<file path="src/rtl/b64d_pkg.sv">
// ----------------------------------------------------------------------------
// b64d_pkg: shared types and constants of the base64 stream decoder
// Holds the classified-character entry, the result record and the codes
// used by the front end and the decode back end.
// ----------------------------------------------------------------------------
package b64d_pkg;

  // Characters with a meaning of their own
  localparam logic [7:0] CHAR_NL     = 8'h0a;
  localparam logic [7:0] CHAR_EQ     = 8'h3d;
  localparam logic [7:0] CHAR_DOT    = 8'h2e;
  localparam logic [7:0] CHAR_PLUS   = 8'h2b;
  localparam logic [7:0] CHAR_MINUS  = 8'h2d;
  localparam logic [7:0] CHAR_SLASH  = 8'h2f;
  localparam logic [7:0] CHAR_UNDER  = 8'h5f;
  localparam logic [7:0] CHAR_UP_A   = 8'h41;
  localparam logic [7:0] CHAR_LO_A   = 8'h61;
  localparam logic [7:0] CHAR_ZERO   = 8'h30;

  // Sextet codes of the two symbol characters and of 'a' and '0'
  localparam logic [5:0] SEXTET_62   = 6'd62;
  localparam logic [5:0] SEXTET_63   = 6'd63;
  localparam logic [5:0] SEXTET_LO_A = 6'd26;
  localparam logic [5:0] SEXTET_ZERO = 6'd52;

  // Bit masks applied to sextets while forming bytes
  localparam logic [5:0] MASK_HI2    = 6'h30;
  localparam logic [5:0] MASK_LO4    = 6'h0f;
  localparam logic [5:0] MASK_MID4   = 6'h3c;
  localparam logic [5:0] MASK_LO2    = 6'h03;

  // Position of a character inside its four-character chunk
  localparam logic [1:0] CHUNK_P0    = 2'd0;
  localparam logic [1:0] CHUNK_P1    = 2'd1;
  localparam logic [1:0] CHUNK_P2    = 2'd2;
  localparam logic [1:0] CHUNK_P3    = 2'd3;

  // One classified character as it travels from front end to back end
  typedef struct packed {
    logic       drop;     // stripped newline, takes no chunk position
    logic       pad;      // '=' or '.'
    logic       ok;       // member of either alphabet
    logic [5:0] sextet;   // decoded value, zero when not ok
    logic       last;     // closes the string
  } b64d_cls_t;

  // One result record
  typedef struct packed {
    logic [7:0] data;
    logic       byte_valid;
    logic       eos;
    logic       err;
  } b64d_res_t;

endpackage

</file>
<file path="src/rtl/b64d_front.sv">
// ----------------------------------------------------------------------------
// b64d_front: input request acceptance and character classification
// Holds the newline-strip register, maps each character to its sextet and
// flags, and pushes the classified character into the queue.
// ----------------------------------------------------------------------------
module b64d_front
  import b64d_pkg::*;
(
  input  logic       clk,
  input  logic       rst_n,
  input  logic       cfg_wr_en,
  input  logic       cfg_wr_data,
  input  logic       in_tvalid,
  output logic       in_tready,
  input  logic [7:0] in_tdata,
  input  logic       in_tlast,
  input  logic       q_ready,
  output logic       q_push,
  output b64d_cls_t  q_entry
);

  logic       strip_r;
  logic [7:0] diff_up;
  logic [7:0] diff_lo;
  logic [7:0] diff_dg;

  // Hold the strip register
  always_ff @(posedge clk) begin
    if (!rst_n) begin
      strip_r <= 1'b0;
    end else if (cfg_wr_en) begin
      strip_r <= cfg_wr_data;
    end
  end

  assign in_tready = q_ready;
  assign q_push    = in_tvalid & q_ready;

  assign diff_up = in_tdata - CHAR_UP_A;
  assign diff_lo = in_tdata - CHAR_LO_A;
  assign diff_dg = in_tdata - CHAR_ZERO;

  // Classify the character
  always_comb begin
    q_entry.drop   = strip_r & (in_tdata == CHAR_NL);
    q_entry.pad    = (in_tdata == CHAR_EQ) | (in_tdata == CHAR_DOT);
    q_entry.last   = in_tlast;
    q_entry.ok     = 1'b1;
    q_entry.sextet = '0;
    if (in_tdata inside {[8'h41:8'h5a]}) begin
      q_entry.sextet = diff_up[5:0];
    end else if (in_tdata inside {[8'h61:8'h7a]}) begin
      q_entry.sextet = diff_lo[5:0] + SEXTET_LO_A;
    end else if (in_tdata inside {[8'h30:8'h39]}) begin
      q_entry.sextet = diff_dg[5:0] + SEXTET_ZERO;
    end else if (in_tdata inside {CHAR_PLUS, CHAR_MINUS}) begin
      q_entry.sextet = SEXTET_62;
    end else if (in_tdata inside {CHAR_SLASH, CHAR_UNDER}) begin
      q_entry.sextet = SEXTET_63;
    end else begin
      q_entry.ok = 1'b0;
    end
  end

endmodule

</file>
<file path="src/rtl/b64d_queue.sv">
// ----------------------------------------------------------------------------
// b64d_queue: short queue of classified characters
// Decouples the front end from the decode back end; push and pop may
// happen in the same cycle.
// ----------------------------------------------------------------------------
module b64d_queue
  import b64d_pkg::*;
#(
  parameter int DEPTH = 2
) (
  input  logic      clk,
  input  logic      rst_n,
  input  logic      push,
  input  b64d_cls_t push_entry,
  output logic      push_ready,
  input  logic      pop,
  output logic      pop_valid,
  output b64d_cls_t pop_entry
);

  localparam int PW = (DEPTH > 1) ? $clog2(DEPTH) : 1;
  localparam int CW = $clog2(DEPTH + 1);
  localparam logic [PW-1:0] PTR_LAST = PW'(DEPTH - 1);
  localparam logic [CW-1:0] CNT_FULL = CW'(DEPTH);

  b64d_cls_t     slot_r [DEPTH];
  logic [PW-1:0] wr_ptr_r, wr_ptr_nxt;
  logic [PW-1:0] rd_ptr_r, rd_ptr_nxt;
  logic [CW-1:0] count_r, count_nxt;
  logic          do_push, do_pop;

  assign push_ready = (count_r != CNT_FULL);
  assign pop_valid  = (count_r != '0);
  assign pop_entry  = slot_r[rd_ptr_r];
  assign do_push    = push & push_ready;
  assign do_pop     = pop & pop_valid;

  // Advance pointers and count
  always_comb begin
    wr_ptr_nxt = wr_ptr_r;
    rd_ptr_nxt = rd_ptr_r;
    count_nxt  = count_r;
    if (do_push) begin
      wr_ptr_nxt = (wr_ptr_r == PTR_LAST) ? '0 : wr_ptr_r + 1'b1;
    end
    if (do_pop) begin
      rd_ptr_nxt = (rd_ptr_r == PTR_LAST) ? '0 : rd_ptr_r + 1'b1;
    end
    if (do_push && !do_pop) begin
      count_nxt = count_r + 1'b1;
    end else if (do_pop && !do_push) begin
      count_nxt = count_r - 1'b1;
    end
  end

  always_ff @(posedge clk) begin
    if (!rst_n) begin
      wr_ptr_r <= '0;
      rd_ptr_r <= '0;
      count_r  <= '0;
    end else begin
      wr_ptr_r <= wr_ptr_nxt;
      rd_ptr_r <= rd_ptr_nxt;
      count_r  <= count_nxt;
    end
  end

  // Store the pushed entry
  always_ff @(posedge clk) begin
    if (do_push) begin
      slot_r[wr_ptr_r] <= push_entry;
    end
  end

  a_count_bound: assert property (@(posedge clk) disable iff (!rst_n)
    count_r <= CNT_FULL)
    else $error("queue count above depth");

  a_count_track: assert property (@(posedge clk) disable iff (!rst_n)
    (do_push && !do_pop) |=> (count_r == $past(count_r) + 1'b1))
    else $error("queue count missed a push");

  a_count_pop: assert property (@(posedge clk) disable iff (!rst_n)
    (do_pop && !do_push) |=> (count_r == $past(count_r) - 1'b1))
    else $error("queue count missed a pop");

endmodule

</file>
<file path="src/rtl/b64d_back.sv">
// ----------------------------------------------------------------------------
// b64d_back: chunk decode and result register
// Tracks chunk position, previous sextet, padding and error state, forms
// bytes and holds each result in an output register until taken.
// ----------------------------------------------------------------------------
module b64d_back
  import b64d_pkg::*;
(
  input  logic       clk,
  input  logic       rst_n,
  input  logic       q_valid,
  input  b64d_cls_t  q_entry,
  output logic       q_pop,
  output logic       out_tvalid,
  input  logic       out_tready,
  output logic [7:0] out_tdata,   // out_byte
  output logic [1:0] out_tuser,   // [0] byte_valid, [1] decode_error
  output logic       out_tlast    // end_of_string
);

  logic [1:0] pos_r, pos_nxt;
  logic [5:0] prev_r, prev_nxt;
  logic       skip_r, skip_nxt;
  logic       err_r, err_nxt;
  logic       have;
  logic [7:0] byte_val;
  logic       emit;
  b64d_res_t  res;
  b64d_res_t  res_r;
  logic       res_valid_r, res_valid_nxt;

  assign q_pop = q_valid & (~res_valid_r | out_tready);

  // Decode one classified character against the chunk state
  always_comb begin
    pos_nxt  = pos_r;
    prev_nxt = prev_r;
    skip_nxt = skip_r;
    err_nxt  = err_r;
    have     = 1'b0;
    byte_val = '0;
    if (!q_entry.drop) begin
      case (pos_r)
        CHUNK_P0: begin
          if (!q_entry.ok) err_nxt = 1'b1;
          prev_nxt = q_entry.sextet;
        end
        CHUNK_P1: begin
          if (!q_entry.ok) begin
            err_nxt = 1'b1;
          end else begin
            byte_val = {prev_r, 2'((q_entry.sextet & MASK_HI2) >> 4)};
            have     = 1'b1;
          end
          prev_nxt = q_entry.sextet;
        end
        CHUNK_P2: begin
          if (q_entry.pad) begin
            skip_nxt = 1'b1;
          end else if (!q_entry.ok) begin
            err_nxt = 1'b1;
          end else begin
            byte_val = {4'(prev_r & MASK_LO4), 4'((q_entry.sextet & MASK_MID4) >> 2)};
            have     = 1'b1;
          end
          prev_nxt = q_entry.sextet;
        end
        default: begin
          if (skip_r || q_entry.pad) begin
            // ignore the character or drop the third byte
          end else if (!q_entry.ok) begin
            err_nxt = 1'b1;
          end else begin
            byte_val = {2'(prev_r & MASK_LO2), q_entry.sextet};
            have     = 1'b1;
          end
          skip_nxt = 1'b0;
          prev_nxt = '0;
        end
      endcase
      pos_nxt = pos_r + 1'b1;
      if (err_nxt) begin
        have     = 1'b0;
        byte_val = '0;
      end
    end
    emit           = have | q_entry.last;
    res.data       = byte_val;
    res.byte_valid = have;
    res.eos        = q_entry.last;
    res.err        = q_entry.last & (err_nxt | (pos_nxt == CHUNK_P1));
    if (q_entry.last) begin
      pos_nxt  = CHUNK_P0;
      prev_nxt = '0;
      skip_nxt = 1'b0;
      err_nxt  = 1'b0;
    end
  end

  // Advance chunk state on each pop
  always_ff @(posedge clk) begin
    if (!rst_n) begin
      pos_r  <= CHUNK_P0;
      prev_r <= '0;
      skip_r <= 1'b0;
      err_r  <= 1'b0;
    end else if (q_pop) begin
      pos_r  <= pos_nxt;
      prev_r <= prev_nxt;
      skip_r <= skip_nxt;
      err_r  <= err_nxt;
    end
  end

  // Hold the result until the request is taken
  always_comb begin
    res_valid_nxt = res_valid_r & ~out_tready;
    if (q_pop && emit) res_valid_nxt = 1'b1;
  end

  always_ff @(posedge clk) begin
    if (!rst_n) begin
      res_valid_r <= 1'b0;
    end else begin
      res_valid_r <= res_valid_nxt;
    end
  end

  always_ff @(posedge clk) begin
    if (q_pop && emit) begin
      res_r <= res;
    end
  end

  assign out_tvalid   = res_valid_r;
  assign out_tdata    = res_r.data;
  assign out_tuser[0] = res_r.byte_valid;
  assign out_tuser[1] = res_r.err;
  assign out_tlast    = res_r.eos;

  a_err_at_end: assert property (@(posedge clk) disable iff (!rst_n)
    (res_valid_r && res_r.err) |-> res_r.eos)
    else $error("error flag outside the closing result");

  a_no_byte_zero: assert property (@(posedge clk) disable iff (!rst_n)
    (res_valid_r && !res_r.byte_valid) |-> (res_r.data == '0))
    else $error("data nonzero without a byte");

  a_end_clears: assert property (@(posedge clk) disable iff (!rst_n)
    (q_pop && q_entry.last) |=> (pos_r == CHUNK_P0 && !err_r && !skip_r))
    else $error("string state not cleared at end");

  a_no_byte_after_err: assert property (@(posedge clk) disable iff (!rst_n)
    (q_pop && err_r && !q_entry.drop) |-> !have)
    else $error("byte formed after an error");

endmodule

</file>
<file path="src/rtl/base64_stream_decoder_core.sv">
// ----------------------------------------------------------------------------
// base64_stream_decoder_core: streaming base64 decoder, both alphabets
// Front end classifies characters, a short queue decouples it from the
// decode back end, which forms bytes and reports errors at string end.
// ----------------------------------------------------------------------------
//  channel  | direction | payload
//  in_      | slave     | tdata[7:0] char_in, tlast last_char
//  out_     | master    | tdata[7:0] out_byte, tuser[0] byte_valid,
//           |           | tuser[1] decode_error, tlast end_of_string
//  cfg_     | write     | wr_data strip_newlines
//
//  One character per cycle sustained while the queue has room; a result is
//  presented from the result register, which is loaded from the queue slot
//  written when its character is accepted.
//  The back end retires one queued character per cycle unless a result stalls.
//  Synchronous reset clears all string state and the strip register.
//  A stalled output holds its result; the queue then fills and in_tready
//  drops once the queue holds QUEUE_DEPTH characters.
// ----------------------------------------------------------------------------
module base64_stream_decoder_core
  import b64d_pkg::*;
#(
  parameter int QUEUE_DEPTH = 2
) (
  input  logic       clk,
  input  logic       rst_n,
  input  logic       cfg_wr_en,
  input  logic       cfg_wr_data,  // strip_newlines
  input  logic       in_tvalid,
  output logic       in_tready,
  input  logic [7:0] in_tdata,     // [7:0] char_in
  input  logic       in_tlast,     // last_char
  output logic       out_tvalid,
  input  logic       out_tready,
  output logic [7:0] out_tdata,    // [7:0] out_byte
  output logic [1:0] out_tuser,    // [0] byte_valid, [1] decode_error
  output logic       out_tlast     // end_of_string
);

  logic      q_ready;
  logic      q_push;
  b64d_cls_t q_in;
  logic      q_pop;
  logic      q_valid;
  b64d_cls_t q_out;

  b64d_front u_front (
    .clk         (clk),
    .rst_n       (rst_n),
    .cfg_wr_en   (cfg_wr_en),
    .cfg_wr_data (cfg_wr_data),
    .in_tvalid   (in_tvalid),
    .in_tready   (in_tready),
    .in_tdata    (in_tdata),
    .in_tlast    (in_tlast),
    .q_ready     (q_ready),
    .q_push      (q_push),
    .q_entry     (q_in)
  );

  b64d_queue #(
    .DEPTH (QUEUE_DEPTH)
  ) u_queue (
    .clk        (clk),
    .rst_n      (rst_n),
    .push       (q_push),
    .push_entry (q_in),
    .push_ready (q_ready),
    .pop        (q_pop),
    .pop_valid  (q_valid),
    .pop_entry  (q_out)
  );

  b64d_back u_back (
    .clk        (clk),
    .rst_n      (rst_n),
    .q_valid    (q_valid),
    .q_entry    (q_out),
    .q_pop      (q_pop),
    .out_tvalid (out_tvalid),
    .out_tready (out_tready),
    .out_tdata  (out_tdata),
    .out_tuser  (out_tuser),
    .out_tlast  (out_tlast)
  );

endmodule

</file>
<file path="config.mk">
export PLATFORM = sky130hd
export DESIGN_NAME = base64_stream_decoder_core
export DESIGN_NICKNAME = d
export VERILOG_FILES = /design/src/rtl/b64d_pkg.sv /design/src/rtl/b64d_front.sv /design/src/rtl/b64d_queue.sv /design/src/rtl/b64d_back.sv /design/src/rtl/base64_stream_decoder_core.sv
export SDC_FILE = /design/constraint.sdc
export NUM_CORES = 1
export LEC_CHECK = 0
export BUFFER_PORTS_ARGS = -buffer_cell sky130_fd_sc_hd__buf_2
export CAP_MARGIN = 20
export CELL_PAD_IN_SITES_DETAIL_PLACEMENT = 0
export CELL_PAD_IN_SITES_GLOBAL_PLACEMENT = 2
export CORE_MARGIN = 8
export CORE_UTILIZATION = 42
export DETAILED_ROUTE_END_ITERATION = 12
export PLACE_DENSITY_LB_ADDON = 0.1
export SKIP_LAST_GASP = 1
export SYNTH_ARGS = -nofsm -noshare
export SYNTH_HDL_FRONTEND = slang
export SYNTH_SLANG_ARGS = --single-unit
export TNS_END_PERCENT = 30
</file>
<file path="constraint.sdc">
create_clock -name clk -period 6.4 [get_ports clk]
set_clock_uncertainty 0.1 [all_clocks]
set_input_delay 1.28 -clock clk [delete_from_list [all_inputs] [get_ports clk]]
set_output_delay 1.28 -clock clk [all_outputs]
set_load 0.02 [all_outputs]
</file>
==> results.yml, run 1 <==
run_status:
  status: "finished, final reports clean"
logic_synthesis:
  synth_nets: 295
  synth_area_per_cell_um2: 10.76
  yosys-top-cells-area: "edfxtp_1 33%, dfxtp_1 12%, ha_1 7.0%"
  synth_top_area_cell: "edfxtp_1"
  synth_edf_count: 31
  synth_warnings: 0
  async_flop_share_pct: 0
  synth_cell_types: 60
  ys_seq_elements: 48
  synth_top_area_share_pct: 32.78
  synth_area_um2: 2840
  seq_area_frac_synth_pct: 44.76
  ys.flop_type: "edfxtp_1"
  syn_inst: 264
sta:
  tightest_slew_ns: 0.8701
  fin_setup_tns_ns: 0
  slew_viol_final: 0
  finalSetupViolCount: 0
  hold_viol: 0
  fmax_ghz: 0.3214
  post-route-period-util_pct: 48.62
  rsz0062_at_grt: "false"
  slew_headroom_pct: 41.78
  min_period_ns: 3.112
detailed_routing:
  drtPass1Iterations: 4
  drtAntennaViolNets: 0
  routed_wl_um: 5572
  remaining_drc_errors: 0
  vias: 1968
  wl_per_cell_um: 15.10
  first_iter_violations: 48
  viasPerCell: 5.333
power:
  p_leak_uw: 0.001172
  ir_drop_v: 0.0001344
  power_density_nw_per_um2: 348.4
cts:
  cts_made_buffers: 5
  cts_tree: "done"
  cts_resized: 0
  clock_latency_ns: 0.30
  cts_buffer_depth: 2
  clkSinkCount: 48
  cts_max_level: 2
  postCtsSetupBuffers: 0
  ctsRootBufferMaster: "clkbuf_8"
  cts_hold_buf: 0
  clk_pin_slew_ns: 0.09
layout:
  layout-drive-gt1-share_pct: 19.38
  antennaDiodeCount: 0
  layout_commonest_cell: "edfxtp_1"
  final_core_util_pct: 47.08
  final_cell_mix: "31 x edfxtp_1, 27 x buf_2, 20 x a21oi_1"
  final_nets: 319
  area_delta_synth_final_pct: 10.75
floorplanning:
  die_h_um: 98.24
  fp.dieW_um: 98.24
  core_area_um2: 6681
  boundaryPins: 28
  initial_core_util_pct: 42.51
  die-area_um2: 9650
  num_rows: 30
worst_setup_path:
  worstSetupStartpointType: "input pin"
  crit_fanout: 9
  crit_path_end_kind: "flip-flop"
  required_ns: 6.32
  crit_type: "input pin to flip-flop"
  crit_arrival_ns: 3.03
placement:
  dp_hpwl_um: 4210
  gp_congestion: 0.8140
  port_buffers: 27
grt:
  track_usage_pct: 12.17
  grt_pass1_vias: 1962
  antenna_found_initial: 0
  grt_overflow: 0
  grt_pass1_wl_um: 9556
  grt_max_degree: 18
job:
  drv_cap: 0
min_path:
  hold_class: "flip-flop to flip-flop"
==> registers in the layout, summed over array words and instances, names as in the netlist, named ones only <==
signal,count
u_queue.slot_r,20
u_back.out_tdata,8
u_back.prev_r,6
u_back.out_tuser,2
u_back.pos_r,2
u_queue.count_r,2
u_back.err_r,1
u_back.out_tlast,1
u_back.out_tvalid,1
u_back.skip_r,1
u_front.strip_r,1
u_queue.rd_ptr_r,1
u_queue.wr_ptr_r,1
==> report_power, final <==
| part | total (µW) | internal [µW] | switching, µW |
|---|---|---|---|
| registers | 460 | 406 | 53.5 |
| clock network | 235 | 138 | 97.4 |
| logic | 401 | 160 | 241 |
| total | 1100 | 704 | 392 |
==> cells by family (layout without fill, tap and decap cells) <==
group                    Yosys count  after routing  synth area share, %
XOR/XNOR                           7              7                2.159
flip-flops                        48             48                44.76
AO/OA/AOI/OAI                     75             75                20.66
buffers and inverters             24             49                3.833
adder cells (fa/ha/maj)           16             16                7.048
multiplexers                      13             13                6.211
AND/OR/NAND/NOR                   81             81                15.33
==> worst paths after layout <==
path / cells after the start / startpoint / slack [ns] / to
setup / recovery: 8 / in_tdata[2] / 3.29 / u_queue.slot_r[1][4]$_DFFE_PP_
setup reg to reg: 4 / flip-flop / 3.57 / u_back.out_tdata[0]$_SDFFCE_PP0P_
hold reg to reg: 2 / u_back.skip_r$_SDFFE_PN0P_ / 0.39 / u_back.skip_r$_SDFFE_PN0P_
hold / removal: 2 / u_back.skip_r$_SDFFE_PN0P_ / 0.39 / u_back.skip_r$_SDFFE_PN0P_
==> worst max-delay path, stage by stage <==
cell	delay, ns
buf_2	0.16
inv_1	0.12
ha_1	0.28
a21oi_1	0.17
a31oi_1	0.07
a2111o_1	0.55
nor2_1	0.26
o32ai_1	0.14
==> layout make-up <==
type | count | area, µm²
clock buffers | 7 | 96.34
fillers | 656 | 3536
inverters | 14 | 52.55
well taps | 80 | 100.1
multi-input cells | 192 | 1460
clock inverters | 1 | 30.03
flip-flops and latches | 48 | 1271
repair buffers | 27 | 135.1
==> synth_stat cells, drive strengths merged, types with 5 or more instances <==
cell type	instances
a2bb2oi	8
ha	16
mux2i	6
nor3b	5
nor2b	13
xnor2	6
dfxtp	17
and2	6
nor2	18
a22oi	5
a21oi	20
nand2b	8
inv	14
buf	8
nand3	7
o21ai	9
edfxtp	31
a32oi	6
mux2	7
nand2	12
==> metal layers <==
layer / part of all wire (%) / track usage, % / vias up / wire length [µm]
li1: - / - / 1023 / -
met2: 48 / 20.76 / 44 / 2651
met3: 4.3 / 3.343 / 8 / 237
met4: 1.6 / 4.841 / 0 / 87
met1: 47 / 14.10 / 893 / 2594
met5: 0 / 0 / - / 0
==> per-stage QoR <==
| stage | worst slack [ns] | cell area (µm²) | total power [µW] | hold slack (ns) | cells |
|---|---|---|---|---|---|
| after CTS | 3.307 | 3146 | 1109 | 0.3935 | 369 |
| after floorplan | 3.407 | 2840 | 782.2 | 0.3532 | 264 |
| after global placement | 3.024 | 3019 | 875.6 | 0.3690 | 361 |
| after detailed placement | 2.997 | 3019 | 872.8 | 0.3801 | 361 |
| final | 3.288 | 3146 | 1096 | 0.3904 | 369 |
| after global routing | 3.113 | 3146 | 1166 | 0.4229 | 369 |
Power figures use the tool's default switching activity.
==> run 2, diff against run 1 <==
--- a/config.mk
+++ b/config.mk
@@ -10,7 +10,7 @@
 export CELL_PAD_IN_SITES_DETAIL_PLACEMENT = 0
 export CELL_PAD_IN_SITES_GLOBAL_PLACEMENT = 2
 export CORE_MARGIN = 8
-export CORE_UTILIZATION = 42
+export CORE_UTILIZATION = 35
 export DETAILED_ROUTE_END_ITERATION = 12
 export PLACE_DENSITY_LB_ADDON = 0.1
 export SKIP_LAST_GASP = 1
==> constraint.sdc (replaced) <==
create_clock -name clk -period 2.55 [get_ports clk]
set_clock_uncertainty 0.1 [all_clocks]
set_input_delay 0.51 -clock clk [delete_from_list [all_inputs] [get_ports clk]]
set_output_delay 0.51 -clock clk [all_outputs]
set_load 0.02 [all_outputs]
==> run 2 against run 1 <==
Sequential power up 150%. Cell area is 4.5% higher. Clock-buffer cell count did not move. Flip-flop and latch count did not move. Final cell count grew 10%. Die area grew 17%. Sequential share of layout area down 1.7 points. Clock power rose by 150%. Register-to-register slack worse by 3.4 ns. Worst setup slack got worse by 3.1 ns. Worst hold slack lost 0.081 ns. Power rose to 2.6 times the previous value.
==> results.yml, run 2 (synthesis gave the netlist of run 1 again) <==
run_status:
  status: "finished, final reports clean"
sta:
  fmax_ghz: 0.4257
  min_period_ns: 2.349
  hold_viol: 0
  finalSetupViolCount: 0
  slew_viol_final: 0
  post-route-period-util_pct: 92.12
  tightest_slew_ns: 0.6315
  setup_ws_ns: 0.2008
  fin_setup_tns_ns: 0
  slew_headroom_pct: 57.62
  rsz0062_at_grt: "false"
placement:
  gp_congestion: 0.7667
  port_buffers: 27
  placed_area_um2: 3161
  dp_slack_ns: 0.07699
  dp.cells: 399
  dp_hpwl_um: 4601
worst_setup_path:
  crit_fanout: 11
  crit_type: "flip-flop to flip-flop"
  crit_chain: "mux2i_4 > a211oi_2 > a2111o_1 > o21ai_2 > buf_12"
  rrSetupSlack_ns: 0.20
  worst_path_largest_cell_delay_ns: 0.62
  crit_arrival_ns: 2.27
  worstSetupStartpointType: "flip-flop"
  crit_path_end_kind: "flip-flop"
  crit_slowest_cell: "dfxtp_1"
  required_ns: 2.47
power:
  p_leak_uw: 0.001239
  power_density_nw_per_um2: 860.2
  power_uw: 2828
  ir_drop_v: 0.0002683
detailed_routing:
  drtPass1Iterations: 4
  first_iter_violations: 46
  viasPerCell: 5.010
  wl_per_cell_um: 14.49
  drtAntennaViolNets: 0
  vias: 2039
  remaining_drc_errors: 0
  routed_wl_um: 5897
layout:
  layout-drive-gt1-share_pct: 22.85
  top_register: "u_queue.slot_r"
  area_delta_synth_final_pct: 15.73
  antennaDiodeCount: 0
  largest_register_ffs: 20
  stdcell_count: 407
  final_cell_mix: "31 x edfxtp_1, 27 x buf_2, 20 x a21oi_1"
  stdcell_area_um2: 3287
  final_nets: 332
  layout_commonest_cell: "edfxtp_1"
floorplanning:
  die-area_um2: 11250
  die_h_um: 106.1
  num_rows: 33
  boundaryPins: 28
  fp.dieW_um: 106.1
  initial_core_util_pct: 35.28
  core_area_um2: 8051
grt:
  track_usage_pct: 10.85
  use_met1_pct: 12.52
  antenna_found_initial: 0
  met3_usage_pct: 2.359
  met2_usage_pct: 19.12
  grt_pass1_vias: 2055
  grt_pass1_wl_um: 9922
  grt_max_degree: 18
  grt_overflow: 0
  grt-busiest-layer: "met2"
cts:
  cts_made_buffers: 5
  clk_pin_slew_ns: 0.08
  cts_tree: "done"
  clkSinkCount: 48
  clock_latency_ns: 0.29
  postCtsSetupBuffers: 0
  ctsRootBufferMaster: "clkbuf_8"
  cts_hold_buf: 0
  cts_max_level: 2
  cts_buffer_depth: 2
  cts_resized: 0
job:
  drv_cap: 0
min_path:
  hold_class: "input pin to flip-flop"
==> run 2: cell count changes in the layout (fill, tap and decap cells not counted), sizes merged <==
cell  previous run  this run
buf             27        40
==> run 2: metal layers <==
metal | vias up | wire length [µm]
met5 | - | 0
met1 | 946 | 2687
li1 | 1043 | -
met3 | 6 | 220
met4 | 0 | 90
met2 | 44 | 2898
==> run 2: where the power goes <==
part / total, µW / switching (µW) / internal [µW]
clock network: 584 / 238 / 346
logic: 1110 / 643 / 466
registers: 1130 / 116 / 1020
==> run 2: worst paths after layout <==
check | start | to | cells after the start
min | in_tlast | u_queue.slot_r[1][0]$_DFFE_PP_ | 1
min reg2reg | u_back.skip_r$_SDFFE_PN0P_ | u_back.skip_r$_SDFFE_PN0P_ | 2
max reg2reg | flip-flop | u_back.out_tdata[6]$_SDFFCE_PP0P_ | 5
max | flip-flop | u_back.out_tdata[6]$_SDFFCE_PP0P_ | 5
==> run 2: stage by stage <==
stage,util [%],hold WS [ns]
finish,40.82,0.3093
global route,40.82,0.2915
CTS,40.82,0.2957
detailed placement,39.25,0.4001
global placement,39.25,0.3697
floorplan,-,0.3532
==> run 2: critical path: cells and delay by family (launching register included) <==
kind / cells / cell delay, ns
DFF: 1 / 0.62
AOI/OAI and AO/OA: 3 / 0.76
buffers and inverters: 1 / 0.17
muxes: 1 / 0.43
==> run 2: final cells by class <==
| type | count | area (µm²) |
|---|---|---|
| fill | 797 | 4765 |
| multi-input combinational | 192 | 1460 |
| sequential | 48 | 1271 |
| timing repair buffer | 40 | 245.2 |
| tap | 105 | 131.4 |
| clock buffer | 7 | 96.34 |
| inverter | 14 | 52.55 |
| clock inverter | 1 | 30.03 |
